### src/hdl/assert_macros.svh
// Assertion helpers for the RTL datapath.
`ifndef ASSERT_MACROS_SVH
`define ASSERT_MACROS_SVH

// Condition must hold at every clock edge out of reset.
`define LSD_ASSERT_ALWAYS(lbl, clk, rst_n, expr) \
	lbl: assert property (@(posedge clk) disable iff (!rst_n) (expr)) \
		else $error("lsd: invariant violated");

// Antecedent implies consequent in the same cycle.
`define LSD_ASSERT_IMPL(lbl, clk, rst_n, ante, cons) \
	lbl: assert property (@(posedge clk) disable iff (!rst_n) (ante) |-> (cons)) \
		else $error("lsd: same-cycle implication violated");

// Antecedent implies consequent in the next cycle.
`define LSD_ASSERT_NEXT(lbl, clk, rst_n, ante, cons) \
	lbl: assert property (@(posedge clk) disable iff (!rst_n) (ante) |=> (cons)) \
		else $error("lsd: next-cycle implication violated");

`endif

### src/hdl/lsd_pkg.sv
package lsd_pkg;

	// Fixed field widths
	localparam int CAP_W   = 7;
	localparam int DEPTH_W = 6;

	// Capacity after reset
	localparam logic [CAP_W-1:0] CAP_RESET = 7'd64;

	// Commands from controller to datapath
	typedef struct packed {
		logic capture;  // take item, compare against stack
		logic commit;   // shift stack, update occupancy, emit result
	} lsd_cmd_t;

endpackage

### src/hdl/lsd_ctrl.sv
module lsd_ctrl import lsd_pkg::*; (
	input  logic     clk,
	input  logic     arst_n,
	input  logic     start,
	output logic     busy,
	output lsd_cmd_t cmd
);

	typedef enum logic [1:0] {
		ST_IDLE   = 2'b01,
		ST_UPDATE = 2'b10
	} state_t;

	state_t state_q;
	state_t state_d;

	// Next state
	always_comb begin
		state_d = state_q;
		unique case (state_q)
			ST_IDLE: begin
				if (start) state_d = ST_UPDATE;
			end
			ST_UPDATE: begin
				state_d = ST_IDLE;
			end
			default: begin
				state_d = ST_IDLE;
			end
		endcase
	end

	always_ff @(posedge clk or negedge arst_n) begin
		if (!arst_n) begin
			state_q <= ST_IDLE;
		end else begin
			state_q <= state_d;
		end
	end

	// Commands and handshake
	assign busy        = (state_q != ST_IDLE);
	assign cmd.capture = (state_q == ST_IDLE) && start;
	assign cmd.commit  = (state_q == ST_UPDATE);

endmodule

### src/hdl/lsd_datapath.sv
`include "assert_macros.svh"

module lsd_datapath import lsd_pkg::*; #(
	parameter int STACK_DEPTH = 64,
	parameter int PAGE_BITS   = 20
) (
	input  logic                 clk,
	input  logic                 arst_n,
	input  lsd_cmd_t             cmd,
	input  logic [PAGE_BITS-1:0] page_number,
	input  logic                 cfg_we,
	input  logic [CAP_W-1:0]     capacity,
	output logic                 done,
	output logic                 hit,
	output logic [DEPTH_W-1:0]   stack_depth
);

	localparam int IDX_W = $clog2(STACK_DEPTH);
	localparam int OCC_W = $clog2(STACK_DEPTH + 1);
	localparam int CMP_W = (OCC_W > CAP_W) ? OCC_W : CAP_W;

	logic [PAGE_BITS-1:0] stack_q [STACK_DEPTH];
	logic [OCC_W-1:0]     occ_q;
	logic [CAP_W-1:0]     capacity_q;

	logic [STACK_DEPTH-1:0] match;
	logic [IDX_W-1:0]       match_idx;
	logic                   match_any;

	logic [PAGE_BITS-1:0] page_s1;
	logic                 hit_s1;
	logic [IDX_W-1:0]     idx_s1;

	logic [IDX_W-1:0] pos;
	logic [CMP_W-1:0] cap_ext;
	logic [CMP_W-1:0] cap_eff;
	logic [CMP_W-1:0] occ_inc;
	logic [OCC_W-1:0] occ_next;

	logic                 done_q;
	logic                 hit_q;
	logic [DEPTH_W-1:0]   depth_q;

	// Compare every resident entry against the incoming page
	always_comb begin
		match = '0;
		for (int d = 0; d < STACK_DEPTH; d++) begin
			match[d] = (OCC_W'(d) < occ_q) && (stack_q[d] == page_number);
		end
	end

	// Resident pages are distinct, so the match vector is one-hot or empty
	always_comb begin
		match_idx = '0;
		for (int d = 0; d < STACK_DEPTH; d++) begin
			if (match[d]) match_idx = match_idx | IDX_W'(d);
		end
	end

	assign match_any = |match;

	// Compare stage register
	always_ff @(posedge clk) begin
		if (cmd.capture) begin
			page_s1 <= page_number;
			hit_s1  <= match_any;
			idx_s1  <= match_idx;
		end
	end

	// Deepest entry that moves: hit position, or on a miss the fill level, capped at the last entry
	always_comb begin
		if (hit_s1) begin
			pos = idx_s1;
		end else if (occ_q >= OCC_W'(STACK_DEPTH)) begin
			pos = IDX_W'(STACK_DEPTH - 1);
		end else begin
			pos = occ_q[IDX_W-1:0];
		end
	end

	// Recency stack: shift down to pos, new page on top
	always_ff @(posedge clk) begin
		if (cmd.commit) begin
			stack_q[0] <= page_s1;
			for (int k = 1; k < STACK_DEPTH; k++) begin
				if (IDX_W'(k) <= pos) stack_q[k] <= stack_q[k-1];
			end
		end
	end

	// Effective capacity: zero reads as one, clamp to stack size
	always_comb begin
		cap_ext = CMP_W'(capacity_q);
		if (cap_ext == '0) begin
			cap_eff = CMP_W'(1);
		end else if (cap_ext > CMP_W'(STACK_DEPTH)) begin
			cap_eff = CMP_W'(STACK_DEPTH);
		end else begin
			cap_eff = cap_ext;
		end
	end

	// Occupancy after a miss: grow if room, then truncate to capacity
	always_comb begin
		if (occ_q < OCC_W'(STACK_DEPTH)) begin
			occ_inc = CMP_W'(occ_q) + CMP_W'(1);
		end else begin
			occ_inc = CMP_W'(occ_q);
		end
		occ_next = OCC_W'((occ_inc > cap_eff) ? cap_eff : occ_inc);
	end

	// Control registers
	always_ff @(posedge clk or negedge arst_n) begin
		if (!arst_n) begin
			occ_q      <= '0;
			capacity_q <= CAP_RESET;
			done_q     <= 1'b0;
		end else begin
			if (cfg_we) capacity_q <= capacity;
			if (cmd.commit && !hit_s1) occ_q <= occ_next;
			done_q <= cmd.commit;
		end
	end

	// Result register
	always_ff @(posedge clk) begin
		if (cmd.commit) begin
			hit_q   <= hit_s1;
			depth_q <= hit_s1 ? DEPTH_W'(idx_s1) : '0;
		end
	end

	assign done        = done_q;
	assign hit         = hit_q;
	assign stack_depth = depth_q;

	// Checks
	`LSD_ASSERT_ALWAYS(a_match_unique, clk, arst_n, $onehot0(match))
	`LSD_ASSERT_ALWAYS(a_occ_bound, clk, arst_n, occ_q <= OCC_W'(STACK_DEPTH))
	`LSD_ASSERT_IMPL(a_hit_below_occ, clk, arst_n, cmd.capture && match_any, OCC_W'(match_idx) < occ_q)
	`LSD_ASSERT_NEXT(a_miss_grows, clk, arst_n, cmd.commit && !hit_s1 && (CMP_W'(occ_q) < cap_eff), CMP_W'(occ_q) == CMP_W'($past(occ_q)) + CMP_W'(1))

endmodule

### src/hdl/lru_stack_distance_unit.sv
// Channel   Direction  Handshake              Ports
// config    in         cfg_we                 capacity
// item      in         start && !busy         page_number
// result    out        done (one-cycle pulse) hit, stack_depth
//
// In the accept cycle the page is compared against all resident entries in
// parallel; the next cycle shifts the recency stack. busy holds off a new
// item while the stack shifts; done pulses in the cycle after the shift.
// Reset clears occupancy and sets capacity to 64; no clearing pass.
// The receiver cannot stall; each result is valid only while done is high.
module lru_stack_distance_unit import lsd_pkg::*; #(
	parameter int STACK_DEPTH = 64,
	parameter int PAGE_BITS   = 20
) (
	input  logic                 clk,
	input  logic                 arst_n,
	input  logic                 cfg_we,
	input  logic [CAP_W-1:0]     capacity,
	input  logic                 start,
	input  logic [PAGE_BITS-1:0] page_number,
	output logic                 busy,
	output logic                 done,
	output logic                 hit,
	output logic [DEPTH_W-1:0]   stack_depth
);

	lsd_cmd_t cmd;

	// Sequencer
	lsd_ctrl u_ctrl (
		.clk    (clk),
		.arst_n (arst_n),
		.start  (start),
		.busy   (busy),
		.cmd    (cmd)
	);

	// Stack, compare and occupancy
	lsd_datapath #(
		.STACK_DEPTH (STACK_DEPTH),
		.PAGE_BITS   (PAGE_BITS)
	) u_datapath (
		.clk         (clk),
		.arst_n      (arst_n),
		.cmd         (cmd),
		.page_number (page_number),
		.cfg_we      (cfg_we),
		.capacity    (capacity),
		.done        (done),
		.hit         (hit),
		.stack_depth (stack_depth)
	);

endmodule

### config.mk
export PLATFORM = sky130hd
export DESIGN_NAME = lru_stack_distance_unit
export DESIGN_NICKNAME = d
export VERILOG_FILES = /design/src/hdl/lsd_pkg.sv /design/src/hdl/lsd_ctrl.sv /design/src/hdl/lsd_datapath.sv /design/src/hdl/lru_stack_distance_unit.sv
export VERILOG_INCLUDE_DIRS = /design/src /design/src/hdl
export SDC_FILE = /design/constraint.sdc
export NUM_CORES = 2
export LEC_CHECK = 0
export BUFFER_PORTS_ARGS = -buffer_cell sky130_fd_sc_hd__buf_4
export CAP_MARGIN = 25
export CORE_AREA = 2 2 310 541
export DETAILED_ROUTE_END_ITERATION = 10
export DIE_AREA = 0 0 312 543
export PLACE_DENSITY_LB_ADDON = 0.3
export SYNTH_ARGS = -nofsm -noshare
export SYNTH_HDL_FRONTEND = slang
export SYNTH_SLANG_ARGS = --single-unit
### constraint.sdc
create_clock -name clk -period 4.5 [get_ports clk]
set_input_delay 0.45 -clock clk [delete_from_list [all_inputs] [get_ports clk]]
set_output_delay 0.45 -clock clk [all_outputs]
set_load 0.005 [all_outputs]
==> metrics <==
status complete, no violations; fin crit share 83.8%; CTS tree done; sequential area share after synthesis 69.5%; Inserted Clock Buffers 117; DR DRC count 0; clk_skew 0.0337 ns; final setup fails 0; Hold Crit Class primary input to asynchronous set/reset pin; depth of the CTS H-tree 3; Starting Density 34.9%; required time of the critical path 4.95 ns; crit path kind register to register; r2r setup slk 0.73 ns; Total Wirelength 190 mm; antenna violations before repair 3; reg2reg start u_datapath.occ_q[1]$_DFFE_PN0P_; slew of the pin with the lowest slew margin 1.17 ns; Post-Route Setup TNS 0 ns; mapped cell area 57400 µm²; Final Instance Count excl. Fillers 6128; final count of hold timing violations 0; max incr delay on CP 0.72 ns; LEAKAGE 20.7 nW; Post-Place Cells 5885; Clock transition at path regs 0.08 ns; largest net degree at the start of global routing 29; Slew Limit Fails 0; Buf+Inv Stages, Crit Path 1; Yosys reg bits 1331; die outline area 169000 µm²; Detailed Routing Iterations Pass 1 5; Std-Cell Rows 197; Port Buffers 39; layout cell share with drive strength beyond 1 13.4%; FF-to-FF path depth 8; vias per inst 5.23; ys async rst share 1.28%; max-cap violation count 0; area delta synth->final 14.1%; Post-CTS Setup Inserts 0; CP endpoint kind register; clk sink count 1331; Peak VDD IR 0.406 mV; final instance area 65500 µm²; synth warn 0; Critical Path Slowest Stage Cell nor4_1; Die W 312 µm; synthesized area per cell 16.0 µm²; HPWL after DPL 144 mm; Die Ht 543 µm; Crit. Startpoint u_datapath.occ_q[1]$_DFFE_PN0P_; synth unique cells 68; CP top delay family simple AND/OR/NAND/NOR gates; root buffer cell clkbuf_16; wire length per cell 31.0 µm; Tot GR Track Use 22.1%; commonest non-fill, non-tap cell in the layout edfxtp_1; worst endpoint data arrival time 4.22 ns; Post-Synthesis Cells 3593; RSZ-0062 raised after global routing no; Critical Path, Cell by Cell or2_2 > nor2_1 > buf_4 > a211oi_1 > a2bb2oi_1 > nand3_1 > nor4_1 > nand4_1; Final Critical Period 3.77 ns; I/O pins 40; type of element launching the critical path register; Max Fclk 265 MHz; Slew Limit Headroom 21.3%; Synth Flop Type edfxtp_1; CTS max path bufs 3; worst flop-to-flop path endpoint u_datapath.hit_s1$_DFFE_PP_; Post-DP Area 61300 µm²; number of synthesized flops with an enable pin 1314; Overflow after GRT 0; PD cells 435 nW/µm²; number of DRC markers in iteration 0 2803; CP max FO 15; net count after synthesis 3632; CORE AREA 165000 µm²; final design utilization 39.8%; first-pass GRT wire length 260 mm; Worst-Skew Late Latency 0.75 ns; Routed Antenna Nets 0; nets 3873; vias 32000; vias in the first global route 33900; commonest non-fill, non-tap cells in the layout 1314 x edfxtp_1, 651 x xor2_1, 631 x xnor2_1; Hold WS 0.136 ns; Placer Congestion 0.949
[power by group]
| part | switching [mW] | internal [mW] | total, mW |
|---|---|---|---|
| sequential | 0.401 | 14.0 | 14.4 |
| combinational | 2.48 | 1.11 | 3.59 |
| clock | 4.76 | 5.76 | 10.5 |
| total | 7.64 | 20.9 | 28.5 |
[worst max-delay path by stage]
stage	end	slack (ns)	cells past startpoint
3_3_place_gp	u_datapath.hit_s1$_DFFE_PP_	0.44	10
2_1_floorplan	u_datapath.stack_q[0][620]$_DFFE_PP_	0.23	9
5_1_grt	u_datapath.idx_s1[4]$_SDFFCE_PP1P_	0.71	10
6_report	u_datapath.hit_s1$_DFFE_PP_	0.73	8
3_5_place_dp	u_datapath.idx_s1[2]$_SDFFCE_PP1P_	0.53	11
4_1_cts	u_datapath.idx_s1[4]$_SDFFCE_PP1P_	0.88	10
[per-layer routing]
metal / share of wire (%) / wire, µm / vias up / global-route usage (%)
met2: 56 / 107000 / 1127 / 43.8
met1: 32 / 60900 / 16700 / 21.1
met3: 4.3 / 8160 / 453 / 2.86
met5: 0.0069 / 13 / - / 0
li1: - / - / 13700 / -
met4: 7.3 / 13800 / 2 / 13.9
[area by class of cell]
type | instances | area (µm²)
antenna | 4 | 10.0
timing repair buffer | 293 | 2600
fill | 15400 | 99200
sequential | 1331 | 39900
clock inverter | 76 | 830
clock buffer | 144 | 3080
tap | 2189 | 2740
inverter | 15 | 56.3
multi-input combinational | 2076 | 16300
[metrics by stage]
stage / power [mW] / setup slack [ns]
2_1_floorplan: 16.4 / 0.232
3_3_place_gp: 18.2 / 0.444
3_5_place_dp: 18.2 / 0.528
4_1_cts: 28.6 / 0.881
5_1_grt: 29.3 / 0.707
6_report: 28.5 / 0.730
[timing repair]
action                    4_1_cts  5_1_grt
resized for setup               0        0
hold endpoints to repair       25        0
hold buffers                   17        0
[logic make-up after synthesis]
family	share of synthesized area, %
flip-flops	69.5
XOR/XNOR	19.6
multiplexers	0.207
AND/OR/NAND/NOR	6.03
AO/OA/AOI/OAI	1.98
adder cells (fa/ha/maj)	0.174
buffers and inverters	2.55
[flip-flops by register name (all words and copies together) (netlist names)]
signal	count
u_ctrl.state_q	2
u_datapath.hit	1
u_datapath.page_s1	20
u_datapath.occ_q	7
u_datapath.stack_q	1280
u_datapath.idx_s1	6
u_datapath.done	1
u_datapath.cap_ext	7
u_datapath.hit_s1	1
u_datapath.stack_depth	6
[synthesized netlist by cell type, types with 5 or more instances]
library cell,count,area [µm²]
edfxtp_1,1314,39500
xor2_1,651,5700
xnor2_1,631,5530
nand4_1,181,1130
nor4_1,178,1110
buf_6,70,788
a21oi_1,63,315
nor2_1,60,225
buf_4,55,413
nand2_1,50,188
nor3_1,38,190
nand3_1,36,180
clkbuf_1,22,82.6
buf_2,18,90.1
o21ai_0,18,90.1
dfrtp_1,15,375
inv_1,15,56.3
o2111ai_1,12,105
o22ai_1,12,75.1
and2_1,11,68.8
a2111oi_0,10,87.6
or2_2,9,56.3
ha_1,8,100
mux2_2,7,78.8
a211oi_1,6,45.0
a22oi_1,6,45.0
a31oi_1,6,37.5
o211ai_1,6,45.0
o21a_1,6,45.0
or4_1,6,45.0
nand2b_1,5,31.3
o31ai_1,5,37.5
Note: power is estimated with default switching activity, not from simulation.
